`config.mk`:
```
export PLATFORM = sky130hd
export DESIGN_NAME = img_scanline_run_encoder_unit_flat
export DESIGN_NICKNAME = d
export VERILOG_FILES = /design/src/rtl/core/isre_pkg.sv /design/src/rtl/core/isre_in_if.sv /design/src/rtl/core/isre_out_if.sv /design/src/rtl/core/isre_encoder.sv /design/src/rtl/core/isre_out_queue.sv /design/src/rtl/core/img_scanline_run_encoder_unit.sv /design/src/flat_wrapper.sv
export SDC_FILE = /design/constraint.sdc
export NUM_CORES = 1
export LEC_CHECK = 0
export ABC_AREA = 0
export BUFFER_PORTS_ARGS = -buffer_cell sky130_fd_sc_hd__buf_2
export CAP_MARGIN = 20
export CORE_MARGIN = 2
export CORE_UTILIZATION = 35
export CTS_CLUSTER_DIAMETER = 40
export DETAILED_ROUTE_END_ITERATION = 10
export PLACE_DENSITY_LB_ADDON = 0.3
export SLEW_MARGIN = 20
export SYNTH_ARGS = -nofsm -noshare
export SYNTH_HDL_FRONTEND = slang
export SYNTH_SLANG_ARGS = --single-unit
```
`constraint.sdc`:
```
create_clock -name clk -period 8.6 [get_ports clk]
set_input_delay 1.72 -clock clk [delete_from_list [all_inputs] [get_ports clk]]
set_output_delay 1.72 -clock clk [all_outputs]
set_load 0.03 [all_outputs]
```
`src/rtl/core/isre_pkg.sv`:
```
// ----------------------------------------------------------------------------
// isre_pkg
// Shared types and constants of the scanline run encoder: packet kinds,
// the encoded write word and the batch of writes one input byte produces.
// ----------------------------------------------------------------------------
package isre_pkg;

	localparam int unsigned MAX_WR = 5;
	localparam int unsigned CNT_W  = $clog2(MAX_WR + 1);

	localparam logic [6:0] RUN_MAX    = 7'd127;
	localparam logic [7:0] BYTE_ZEROS = 8'h00;
	localparam logic [7:0] BYTE_ONES  = 8'hFF;
	localparam logic [7:0] LIT_HDR    = 8'h80;

	typedef enum logic [1:0] {
		KIND_NONE  = 2'd0,
		KIND_SOLID = 2'd1,
		KIND_LIT   = 2'd2
	} kind_t;

	typedef struct packed {
		logic [7:0]  data;
		logic [13:0] pos;
		logic        done;
		logic [14:0] len;
	} wr_t;

	typedef struct packed {
		logic [CNT_W-1:0]     count;
		wr_t  [MAX_WR-1:0]    wr;
	} batch_t;

endpackage

```
`src/rtl/core/isre_in_if.sv`:
```
// ----------------------------------------------------------------------------
// isre_in_if
// Input channel: one scanline byte per word, with end-of-line mark.
// ----------------------------------------------------------------------------
interface isre_in_if;
	logic       valid;
	logic       ready;
	logic [7:0] in_byte;
	logic       end_of_line;

	modport source (output valid, output in_byte, output end_of_line, input ready);
	modport sink   (input valid, input in_byte, input end_of_line, output ready);
endinterface

```
`src/rtl/core/isre_out_if.sv`:
```
// ----------------------------------------------------------------------------
// isre_out_if
// Output channel: one write into the encoded line buffer per word.
// ----------------------------------------------------------------------------
interface isre_out_if;
	logic        valid;
	logic        ready;
	logic [7:0]  out_byte;
	logic [13:0] out_pos;
	logic        line_done;
	logic [14:0] line_length;

	modport source (output valid, output out_byte, output out_pos, output line_done,
		output line_length, input ready);
	modport sink   (input valid, input out_byte, input out_pos, input line_done,
		input line_length, output ready);
endinterface

```
`src/rtl/core/isre_encoder.sv`:
```
// ----------------------------------------------------------------------------
// isre_encoder
// Packet state of the current line and the logic that turns one byte into
// its batch of buffer writes.
// ----------------------------------------------------------------------------
module isre_encoder (
	input  logic                clk,
	input  logic                arst_n,
	input  logic                advance,
	input  logic [7:0]          data,
	input  logic                eol,
	output isre_pkg::batch_t    batch
);

	isre_pkg::kind_t kind_q, kind_d;
	logic            ones_q, ones_d;
	logic [6:0]      cnt_q, cnt_d;
	logic [13:0]     pstart_q, pstart_d;
	logic [14:0]     wpos_q, wpos_d;

	function automatic isre_pkg::wr_t mk_wr(input logic [7:0] b, input logic [13:0] p);
		isre_pkg::wr_t w;
		w.data = b;
		w.pos  = p;
		w.done = 1'b0;
		w.len  = '0;
		return w;
	endfunction

	always_comb begin
		logic                       solid;
		logic                       cont;
		logic [isre_pkg::CNT_W-1:0] n;
		logic [isre_pkg::CNT_W-1:0] last;
		solid    = (data == isre_pkg::BYTE_ZEROS) || (data == isre_pkg::BYTE_ONES);
		kind_d   = kind_q;
		ones_d   = ones_q;
		cnt_d    = cnt_q;
		pstart_d = pstart_q;
		wpos_d   = wpos_q;
		batch    = '0;
		n        = '0;
		last     = '0;
		cont = ((kind_q == isre_pkg::KIND_SOLID)
				&& (data == (ones_q ? isre_pkg::BYTE_ONES : isre_pkg::BYTE_ZEROS))
				&& (cnt_q < isre_pkg::RUN_MAX))
			|| ((kind_q == isre_pkg::KIND_LIT) && !solid && (cnt_q < isre_pkg::RUN_MAX));

		if (cont) begin
			if (kind_q == isre_pkg::KIND_LIT) begin
				batch.wr[n] = mk_wr(data, wpos_q[13:0]);
				n = n + 1'b1;
				wpos_d = wpos_q + 15'd1;
			end
			cnt_d = cnt_q + 7'd1;
		end else begin
			if (kind_q == isre_pkg::KIND_SOLID) begin
				batch.wr[n] = mk_wr({ones_q, cnt_q}, pstart_q);
				n = n + 1'b1;
			end else if (kind_q == isre_pkg::KIND_LIT) begin
				batch.wr[n] = mk_wr(isre_pkg::LIT_HDR, pstart_q);
				n = n + 1'b1;
				batch.wr[n] = mk_wr({1'b0, cnt_q}, pstart_q + 14'd1);
				n = n + 1'b1;
			end
			pstart_d = wpos_q[13:0];
			cnt_d    = 7'd1;
			if (solid) begin
				kind_d = isre_pkg::KIND_SOLID;
				ones_d = (data == isre_pkg::BYTE_ONES);
				wpos_d = wpos_q + 15'd1;
			end else begin
				kind_d = isre_pkg::KIND_LIT;
				batch.wr[n] = mk_wr(data, 14'(wpos_q + 15'd2));
				n = n + 1'b1;
				wpos_d = wpos_q + 15'd3;
			end
		end

		if (eol) begin
			if (kind_d == isre_pkg::KIND_SOLID) begin
				batch.wr[n] = mk_wr({ones_d, cnt_d}, pstart_d);
				n = n + 1'b1;
			end else begin
				batch.wr[n] = mk_wr(isre_pkg::LIT_HDR, pstart_d);
				n = n + 1'b1;
				batch.wr[n] = mk_wr({1'b0, cnt_d}, pstart_d + 14'd1);
				n = n + 1'b1;
			end
			last = n - 1'b1;
			batch.wr[last].done = 1'b1;
			batch.wr[last].len  = wpos_d;
			kind_d   = isre_pkg::KIND_NONE;
			ones_d   = 1'b0;
			cnt_d    = '0;
			pstart_d = '0;
			wpos_d   = '0;
		end
		batch.count = n;
	end

	always_ff @(posedge clk or negedge arst_n) begin
		if (!arst_n) begin
			kind_q   <= isre_pkg::KIND_NONE;
			ones_q   <= 1'b0;
			cnt_q    <= '0;
			pstart_q <= '0;
			wpos_q   <= '0;
		end else if (advance) begin
			kind_q   <= kind_d;
			ones_q   <= ones_d;
			cnt_q    <= cnt_d;
			pstart_q <= pstart_d;
			wpos_q   <= wpos_d;
		end
	end

	a_run_bound: assert property (@(posedge clk) disable iff (!arst_n)
		cnt_q <= isre_pkg::RUN_MAX)
		else $error("packet count beyond limit");

	a_eol_clears: assert property (@(posedge clk) disable iff (!arst_n)
		advance && eol |=> (kind_q == isre_pkg::KIND_NONE) && (wpos_q == '0))
		else $error("line state not cleared after end of line");

	a_open_after: assert property (@(posedge clk) disable iff (!arst_n)
		advance && !eol |=> (kind_q != isre_pkg::KIND_NONE) && (cnt_q != '0))
		else $error("no open packet after a mid-line byte");

endmodule

```
`src/rtl/core/isre_out_queue.sv`:
```
// ----------------------------------------------------------------------------
// isre_out_queue
// Holds one batch of writes and hands them out one word per cycle while out_ch is ready.
// ----------------------------------------------------------------------------
module isre_out_queue (
	input  logic                clk,
	input  logic                arst_n,
	input  logic                load,
	input  isre_pkg::batch_t    batch,
	output logic                can_load,
	isre_out_if.source          out_ch
);

	isre_pkg::wr_t [isre_pkg::MAX_WR-1:0] ent_q;
	logic [isre_pkg::CNT_W-1:0]           cnt_q;
	logic                                 pop;

	assign out_ch.valid       = (cnt_q != '0);
	assign out_ch.out_byte    = ent_q[0].data;
	assign out_ch.out_pos     = ent_q[0].pos;
	assign out_ch.line_done   = ent_q[0].done;
	assign out_ch.line_length = ent_q[0].len;

	assign pop      = out_ch.valid && out_ch.ready;
	assign can_load = (cnt_q == '0) || ((cnt_q == isre_pkg::CNT_W'(1)) && pop);

	always_ff @(posedge clk or negedge arst_n) begin
		if (!arst_n) begin
			cnt_q <= '0;
		end else if (load) begin
			cnt_q <= batch.count;
		end else if (pop) begin
			cnt_q <= cnt_q - 1'b1;
		end
	end

	always_ff @(posedge clk) begin
		if (load) begin
			ent_q <= batch.wr;
		end else if (pop) begin
			for (int i = 0; i < isre_pkg::MAX_WR - 1; i++) begin
				ent_q[i] <= ent_q[i+1];
			end
		end
	end

	a_cnt_bound: assert property (@(posedge clk) disable iff (!arst_n)
		cnt_q <= isre_pkg::CNT_W'(isre_pkg::MAX_WR))
		else $error("queue count beyond depth");

	a_no_overrun: assert property (@(posedge clk) disable iff (!arst_n)
		load |-> can_load)
		else $error("batch loaded over pending writes");

	a_drain: assert property (@(posedge clk) disable iff (!arst_n)
		pop && !load |=> cnt_q == $past(cnt_q) - 1'b1)
		else $error("queue count did not follow a taken word");

endmodule

```
`src/rtl/core/img_scanline_run_encoder_unit.sv`:
```
// ----------------------------------------------------------------------------
// img_scanline_run_encoder_unit
// Run-length encoder for monochrome scanlines: solid runs and bit-string
// packets, emitted as byte writes into the encoded line buffer.
//
//   channel  dir  word
//   in_ch    in   in_byte, end_of_line
//   out_ch   out  out_byte, out_pos, line_done, line_length
//
// A byte is registered, encoded in the next cycle and its writes (zero to
// five) are handed out one per cycle from the output queue while out_ch is
// ready. Sustained rate is one byte per cycle while bytes give at most one
// write each and out_ch is ready; a byte with more writes keeps the queue
// busy until each is taken and holds the next writing byte meanwhile.
// Reset and end of line clear the packet state, so a new line starts from empty.
// Output stalls back up through the queue into the input register.
// ----------------------------------------------------------------------------
module img_scanline_run_encoder_unit (
	input  logic        clk,
	input  logic        arst_n,
	isre_in_if.sink     in_ch,
	isre_out_if.source  out_ch
);

	logic             valid_s1;
	logic [7:0]       byte_s1;
	logic             eol_s1;
	logic             advance;
	logic             can_load;
	isre_pkg::batch_t batch;

	assign advance     = valid_s1 && ((batch.count == '0) || can_load);
	assign in_ch.ready = !valid_s1 || advance;

	always_ff @(posedge clk or negedge arst_n) begin
		if (!arst_n) begin
			valid_s1 <= 1'b0;
		end else if (in_ch.ready) begin
			valid_s1 <= in_ch.valid;
		end
	end

	always_ff @(posedge clk) begin
		if (in_ch.valid && in_ch.ready) begin
			byte_s1 <= in_ch.in_byte;
			eol_s1  <= in_ch.end_of_line;
		end
	end

	isre_encoder u_enc (
		.clk     (clk),
		.arst_n  (arst_n),
		.advance (advance),
		.data    (byte_s1),
		.eol     (eol_s1),
		.batch   (batch)
	);

	isre_out_queue u_queue (
		.clk      (clk),
		.arst_n   (arst_n),
		.load     (advance && (batch.count != '0)),
		.batch    (batch),
		.can_load (can_load),
		.out_ch   (out_ch)
	);

	a_hold_s1: assert property (@(posedge clk) disable iff (!arst_n)
		valid_s1 && !advance |=> valid_s1 && $stable(byte_s1) && $stable(eol_s1))
		else $error("held byte lost before encoding");

	a_eol_writes: assert property (@(posedge clk) disable iff (!arst_n)
		advance && eol_s1 |-> batch.count != '0)
		else $error("end of line without a closing write");

	a_mid_writes: assert property (@(posedge clk) disable iff (!arst_n)
		advance && !eol_s1 |-> batch.count <= isre_pkg::CNT_W'(3))
		else $error("too many writes for a mid-line byte");

endmodule
```
`src/flat_wrapper.sv`:
```
// flat-port wrapper written by rule: the top's interface ports become plain ports
module img_scanline_run_encoder_unit_flat 
  (clk, arst_n, in_ch_valid, in_ch_in_byte, in_ch_end_of_line, in_ch_ready, out_ch_valid, out_ch_out_byte, out_ch_out_pos, out_ch_line_done, out_ch_line_length, out_ch_ready);
  isre_in_if in_ch_i ();
  isre_out_if out_ch_i ();
  input  logic clk;
  input  logic arst_n;
  input wire logic [$bits(in_ch_i.valid)-1:0] in_ch_valid;
  input wire logic [$bits(in_ch_i.in_byte)-1:0] in_ch_in_byte;
  input wire logic [$bits(in_ch_i.end_of_line)-1:0] in_ch_end_of_line;
  output wire logic [$bits(in_ch_i.ready)-1:0] in_ch_ready;
  output wire logic [$bits(out_ch_i.valid)-1:0] out_ch_valid;
  output wire logic [$bits(out_ch_i.out_byte)-1:0] out_ch_out_byte;
  output wire logic [$bits(out_ch_i.out_pos)-1:0] out_ch_out_pos;
  output wire logic [$bits(out_ch_i.line_done)-1:0] out_ch_line_done;
  output wire logic [$bits(out_ch_i.line_length)-1:0] out_ch_line_length;
  input wire logic [$bits(out_ch_i.ready)-1:0] out_ch_ready;
  assign in_ch_i.valid = in_ch_valid;
  assign in_ch_i.in_byte = in_ch_in_byte;
  assign in_ch_i.end_of_line = in_ch_end_of_line;
  assign in_ch_ready = in_ch_i.ready;
  assign out_ch_valid = out_ch_i.valid;
  assign out_ch_out_byte = out_ch_i.out_byte;
  assign out_ch_out_pos = out_ch_i.out_pos;
  assign out_ch_line_done = out_ch_i.line_done;
  assign out_ch_line_length = out_ch_i.line_length;
  assign out_ch_i.ready = out_ch_ready;
  img_scanline_run_encoder_unit u_core (.clk(clk), .arst_n(arst_n), .in_ch(in_ch_i), .out_ch(out_ch_i));
endmodule
```
## Word level (Yosys, flattened, before mapping)

Index checks and enable logic that the tools add are counted.

| storage, ports and cells | value |
|---|---|
| bits in registers | 242 |
| input bits | 13 |
| word-level logic and storage cells | 137 |

| operators by class | value |
|---|---|
| $add $sub $neg | 11 |
| magnitude comparators | 9 |
| equal/unequal tests | 6 |
| multiplexer cells | 56 |
| reduce and logical (&&, ||, !) cells | 26 |

Operators with widths:

| kind | number |
|---|---|
| $bwmux 190 | 6 |
| $mux 190 | 4 |
| $demux 38 s3 | 5 |
| $mux 152 | 3 |
| $mux 38 | 9 |
| $mux 15 | 5 |
| $mux 75 | 1 |
| $add 14x1->14 const B | 2 |
| $mux 14 | 2 |
| $mux 3 | 9 |
| $lt 3x4->1 const B | 4 |
| $mux 16 | 1 |
| $add 15x1->15 const B | 1 |
| $add 15x2->15 const B | 1 |
| $add 14x2->14 const B | 1 |
| $mux 7 | 2 |
| $logic_and 1x1->1 | 13 |
| $ge 3x1->1 const B | 4 |
| $add 3x1->3 const B | 3 |
| $eq 8x8->1 | 1 |
| $eq 8x8->1 const B | 1 |
| $logic_not 8->1 | 1 |
| $mux 2 | 4 |
| $mux 8 | 1 |
| 12 further kinds | 24 |

## Depth between registers and ports, before layout

| logic depth | value |
|---|---|
| word-level depth | 23 |
| gate-level depth with buffers | 20 |
| gate-level depth less buffers | 15 |

## Hierarchy

A second synthesis with hierarchy kept.

| second synthesis, totals | value |
|---|---|
| cell total of the unflattened synthesis | 1,469 |
| area total of the unflattened synthesis | 15,437.3 µm² |

By module, submodules not included:

| module | instances | cells an instance | area an instance (µm²) | seq. area each (µm²) |
|---|---|---|---|---|
| isre_out_queue | 1 | 424 | 8,379.3 | 5,780.5 |
| isre_encoder | 1 | 1,027 | 6,708.9 | 975.9 |
| img_scanline_run_encoder_unit | 1 | 18 | 349.1 | 295.3 |

## Worst setup path after synthesis

Ideal clock, no wire load.

| timing | value |
|---|---|
| kind | reg-to-reg |
| start | reg u_core.byte_s1[5] |
| end | reg u_core.u_queue.ent_q[100] (netlist bit), enable pin |
| library setup time | 1.281 ns |
| data arrival time | 5.871 ns |
| data required time | 7.319 ns |
| slack | 1.448 ns |
| cell stages (with the launch flop) | 16 |
| buffers on the path | 4 |
| period minus slack after synthesis | 7.152 ns |
| cells stage by stage | edfxtp_1 or4_4 nor2_4 nor3_2 a221oi_4 ha_1 clkbuf_1 and2_1 clkbuf_1 a32oi_1 nand2_1 a21oi_1 nand2b_1 buf_4 clkbuf_1 nand2_1 |

| between the ends | value |
|---|---|
| word-level cells in the longest chain between the ends | 17 |

Ends and longest elaborated chain:

| what | RTL line | source |
|---|---|---|
| from (decl) | img_scanline_run_encoder_unit.sv:26 | `logic [7:0] byte_s1;` |
| from (signal assigned) | img_scanline_run_encoder_unit.sv:45 | `byte_s1 <= in_ch.in_byte;` |
| $eq 8x8->1 or $logic_not 8->1 (tied branches) | isre_encoder.sv:35 | `solid = (data == isre_pkg::BYTE_ZEROS) \|\| (data == isre_pkg::BYTE_ONES);` |
| $logic_or 1x1->1 | isre_encoder.sv:35 |  |
| $logic_not 1->1 | isre_encoder.sv:47 | `\|\| ((kind_q == isre_pkg::KIND_LIT) && !solid && (cnt_q < isre_pkg::RUN_MAX));` |
| $logic_and 1x1->1 (2 in a row) | isre_encoder.sv:47 |  |
| $logic_or 1x1->1 | isre_encoder.sv:47 |  |
| $mux 3 | isre_encoder.sv:49 | `if (cont) begin` |
| $add 3x1->3 | isre_encoder.sv:83, isre_encoder.sv:86 |  |
| $add 3x1->3 | isre_encoder.sv:88 | `n = n + 1'b1;` |
| $mux 3 | isre_encoder.sv:81 | `if (kind_d == isre_pkg::KIND_SOLID) begin` |
| $mux 3 | isre_encoder.sv:80 | `if (eol) begin` |
| $mux 3 (*) | isre_encoder.sv:80 |  |
| $logic_not 3->1 | img_scanline_run_encoder_unit.sv:32 | `assign advance = valid_s1 && ((batch.count == '0) \|\| can_load);` |
| $logic_or 1x1->1 | img_scanline_run_encoder_unit.sv:32 |  |
| $logic_and 1x1->1 | img_scanline_run_encoder_unit.sv:32 |  |
| $logic_and 1x1->1 (*) | img_scanline_run_encoder_unit.sv:62 | `.load (advance && (batch.count != '0)),` |
| $reduce_bool 2->1 (no source line) (*) | -- |  |
| to (signal assigned) | isre_out_queue.sv:39 | `ent_q <= batch.wr;` |
| to (signal, indexed assignment) | isre_out_queue.sv:42 | `ent_q[i] <= ent_q[i+1];` |
| to (decl) | isre_out_queue.sv:14 | `isre_pkg::wr_t [isre_pkg::MAX_WR-1:0] ent_q;` |

Every way passes the cells marked *; elsewhere a longest branch is shown, timed or not. The select of a mux whose other input is x is not followed.
A chain may end at the register's enable or synchronous reset.

## Worst setup path in the final report

| timing | value |
|---|---|
| start | reg u_core.u_enc.kind_q[1] |
| end | out in_ch_ready |

| between the ends | value |
|---|---|
| word-level cells in the longest chain between the ends | 16 |

Ends and longest elaborated chain:

| what | RTL line | source |
|---|---|---|
| from (decl) | isre_encoder.sv:15 | `isre_pkg::kind_t kind_q, kind_d;` |
| from (signal assigned) | isre_encoder.sv:104 | `kind_q <= isre_pkg::KIND_NONE;` |
| from (signal assigned) | isre_encoder.sv:110 | `kind_q <= kind_d;` |
| $eq 2x2->1 | isre_encoder.sv:47, isre_encoder.sv:50, isre_encoder.sv:60 |  |
| $mux 2 | isre_encoder.sv:60 | `end else if (kind_q == isre_pkg::KIND_LIT) begin` |
| $mux 3 | isre_encoder.sv:57 | `if (kind_q == isre_pkg::KIND_SOLID) begin` |
| $mux 3 | isre_encoder.sv:49 |  |
| $add 3x1->3 | isre_encoder.sv:75 | `n = n + 1'b1;` |
| $mux 3 | isre_encoder.sv:68 | `if (solid) begin` |
| $mux 3 | isre_encoder.sv:49 |  |
| $add 3x1->3 | isre_encoder.sv:83, isre_encoder.sv:86 |  |
| $add 3x1->3 | isre_encoder.sv:88 |  |
| $mux 3 | isre_encoder.sv:81 |  |
| $mux 3 | isre_encoder.sv:80 |  |
| $mux 3 (*) | isre_encoder.sv:80 |  |
| $logic_not 3->1 (*) | img_scanline_run_encoder_unit.sv:32 |  |
| $logic_or 1x1->1 (*) | img_scanline_run_encoder_unit.sv:32 |  |
| $logic_and 1x1->1 (*) | img_scanline_run_encoder_unit.sv:32 |  |
| $logic_or 1x1->1 (*) | img_scanline_run_encoder_unit.sv:33 | `assign in_ch.ready = !valid_s1 \|\| advance;` |
| to (decl) | flat_wrapper.sv:11 | `output wire logic [$bits(in_ch_i.ready)-1:0] in_ch_ready;` |

Marked as above.

==> summary.txt <==
Detailed routing
  • DR WL met3: 4090 um
  • Met1 Wirelength: 22400 um
  • WL met2: 24600 um
  • ANT nets after route: 0
  • Vias: 13100
  • Top Metal Used: met4
  • DRT iter0 DRCs: 1512
  • WL final: 53400 um
  • Wire per inst: 25.0 um
  • Routed vias/inst: 6.12
  • First-pass DRT Iterations: 8
  • Remaining DRCs: 0

Timing
  • Fin Setup TNS: 0 ns
  • Clock Skews: 0.0386 ns
  • Max Clk Rate: 0.146 GHz
  • Final Max Slew Viols: 0
  • Worst rel slew slack: 0.145
  • RSZ-0062 raised after global routing: no
  • Period utilization: 0.794
  • Final hold vios: 0
  • Setup Viol. Count Final: 0
  • Slew @ Worst Pin: 1.27 ns
  • Tmin final: 6.83 ns

Clock network
  • Total CTS buffers: 47
  • Worst skew pair latency: 0.58 ns
  • Post-CTS Setup Bufs: 0
  • Hold_buf cts: 0
  • H-tree depth: 2
  • Register clock-pin slew on the reported worst setup and hold paths: 0.05 ns
  • Sink Count: 242
  • Clock buffer depth: 3
  • CTS tree: done
  • Root buffer cell: clkbuf_16
  • Post-CTS Resized: 0

Placement
  • I/O Buffers: 52
  • Placed inst area: 15600 um^2
  • HPWL after DPL: 36100 um
  • GP Congestion: 0.963

Critical path
  • Kind of critical path: flop to output pin
  • Max Fanout on Critical Path: 37
  • Worst flop-to-flop path startpoint: u_core.u_enc.kind_q[1]$_DFFE_PN0P_
  • Critical Path Source: u_core.u_enc.kind_q[1]$_DFFE_PN0P_
  • CP arrival: 5.11 ns
  • Worst Setup Start Kind: flop
  • Worst EP required: 6.88 ns
  • CP Capture Type: output pin

Power
  • LEAKAGE: 0.00606 uW
  • Maximum VDD drop: 0.226 mV
  • Power Dens Cells: 431 nW/um^2

Synth
  • Syn_nets: 1591
  • EDFF count, synth: 199
  • Async set-reset flop share out of synthesis: 0.178
  • Synthesized area: 15200 um^2
  • Sequential share of the synthesized area: 0.465
  • Netlist cell types: 77
  • Synth Flop Type: edfxtp_1
  • Cells after synthesis: 1561
  • Yosys reg bits: 242
  • Synth warn: 0
  • Post-synthesis area per instance: 9.72 um^2

Global routing
  • Total track usage: 0.238
  • First-pass GRT wire length: 80800 um
  • Initial antenna violation count: 0
  • Largest net degree at the start of global routing: 108
  • GRT overflow: 0
  • Vias in the first global route: 12800

Status
  • Status: finished clean

Floorplan
  • Cell row count: 76
  • Total core area: 43000 um^2
  • Io pins: 53
  • Chip Width: 212 um
  • Die height: 212 um
  • Die area: 45000 um^2
  • Initial Utilization: 0.353

Final layout
  • Final Net Count: 1545
  • Synthesis-to-finish area growth: 13.3%
  • Fin area: 17200 um^2
  • Antenna diode count: 0
  • Layout cells sized above 1: 0.142
  • Most frequent cells in the layout: edfxtp_1, o21ai_0, nor2_1
  • Commonest non-fill, non-tap cell in the layout: edfxtp_1

Worst hold path
  • Worst Min Path Start: u_core.u_queue.ent_q[60]$_DFFE_PP_
  • Worst hold path type: flop to flop

Job
  • Max Cap Viol: 0
## worst max-delay path, stage by stage (launching register included)
cell and delay, ns:
dfrtp_1 0.42, inv_1 0.07, ha_1 0.47, clkinv_1 0.43, nand2_1 0.59, o21ai_0 0.31, ha_1 0.32, or3_1 0.51
and2_1 0.27, nand2_1 0.17, a21oi_4 0.07, buf_4 0.26, nor3b_1 0.35, inv_1 0.10, buf_2 0.19
## report_power, final
part | total [uW] | switching (uW) | internal, uW
Clock | 1890 | 679 | 1210
Combinational | 3080 | 2110 | 967
Sequential | 2450 | 344 | 2100
## synth_stat cells, drive strengths merged, types with 14 or more instances
master | number | area [um^2]
o21ai | 208 | 1040
mux2 | 53 | 706
nand2 | 104 | 393
nor3 | 32 | 165
clkbuf | 113 | 425
nor2 | 135 | 514
o21a | 17 | 128
xor2 | 23 | 201
edfxtp | 199 | 5980
and3 | 14 | 87.6
o22ai | 47 | 294
a21oi | 65 | 329
nand4 | 15 | 93.8
mux2i | 18 | 180
o31ai | 73 | 548
a22oi | 31 | 233
inv | 28 | 108
nand3 | 47 | 235
dfrtp | 43 | 1080
buf | 59 | 413
ha | 17 | 213
xnor2 | 39 | 342
## layer usage
| layer | track usage | vias up |
|---|---|---|
| met5 | 0 | - |
| met4 | 0.114 | 0 |
| met3 | 0.0458 | 151 |
| met2 | 0.376 | 645 |
| met1 | 0.316 | 6466 |
| li1 | - | 5836 |
## final timing paths
path | endpoint | slack, ns | cells past startpoint
worst max-delay path | in_ch_ready | 1.77 | 14
worst min-delay path | u_core.u_queue.out_ch.out_pos[6]$_DFFE_PP_ | 0.52 | 1
worst max register to register | u_core.u_queue.ent_q[59]$_DFFE_PP_ | 2.29 | 15
worst min register to register | u_core.u_queue.out_ch.out_pos[6]$_DFFE_PP_ | 0.52 | 1
max in group asynchronous | u_core.u_enc.pstart_q[0]$_DFFE_PN0P_ | 6.83 | 2
min in group asynchronous | u_core.u_enc.cnt_q[3]$_DFFE_PN0P_ | 1.25 | 2
## sequential cells by signal, indices dropped and copies added (netlist names), 2 cells and up
signal                             flops
u_core.u_queue.out_ch.out_pos         14
u_core.u_queue.cnt_q                   3
u_core.u_queue.out_ch.out_byte         8
u_core.u_queue.ent_q                 152
u_core.byte_s1                         8
u_core.u_enc.cnt_q                     7
u_core.u_queue.out_ch.line_length     15
u_core.u_enc.kind_q                    2
u_core.u_enc.pstart_q                 14
u_core.u_enc.wpos_q                   15
## layout make-up
| type | instances | area [um^2] |
|---|---|---|
| tap | 585 | 732 |
| fill | 4286 | 25800 |
| timing repair buffer | 77 | 448 |
| clock buffer | 53 | 1240 |
| clock inverter | 35 | 388 |
| multi-input combinational | 1118 | 7230 |
| sequential | 242 | 7050 |
| inverter | 29 | 114 |
## metrics by stage
stage | setup slack (ns) | cells | total power [uW] | util | hold slack (ns)
2_1_floorplan | 1.45 | 1561 | 4720 | - | 0.484
3_3_place_gp | 2.45 | 2051 | 5490 | 0.362 | 0.511
3_5_place_dp | 2.30 | 2051 | 5530 | 0.362 | 0.514
4_1_cts | 1.73 | 2139 | 7440 | 0.400 | 0.525
5_1_grt | 1.42 | 2139 | 7830 | 0.400 | 0.546
6_report | 1.77 | 2139 | 7420 | 0.400 | 0.522
## kinds of logic (layout without fill, tap and decap cells)
| family | Yosys count | in the layout | share of synthesized area |
|---|---|---|---|
| AOI/OAI and AO/OA | 566 | 566 | 0.243 |
| and+or+nand+nor | 401 | 401 | 0.122 |
| DFF | 242 | 242 | 0.465 |
| buffers and inverters | 201 | 194 | 0.0626 |
| xor gates and xnor gates | 62 | 62 | 0.0358 |
| adders and majority gates | 17 | 17 | 0.0140 |
| other | 1 | 1 | 0.000247 |
| muxes | 71 | 71 | 0.0584 |
Note: power is estimated with default switching activity, not from simulation.
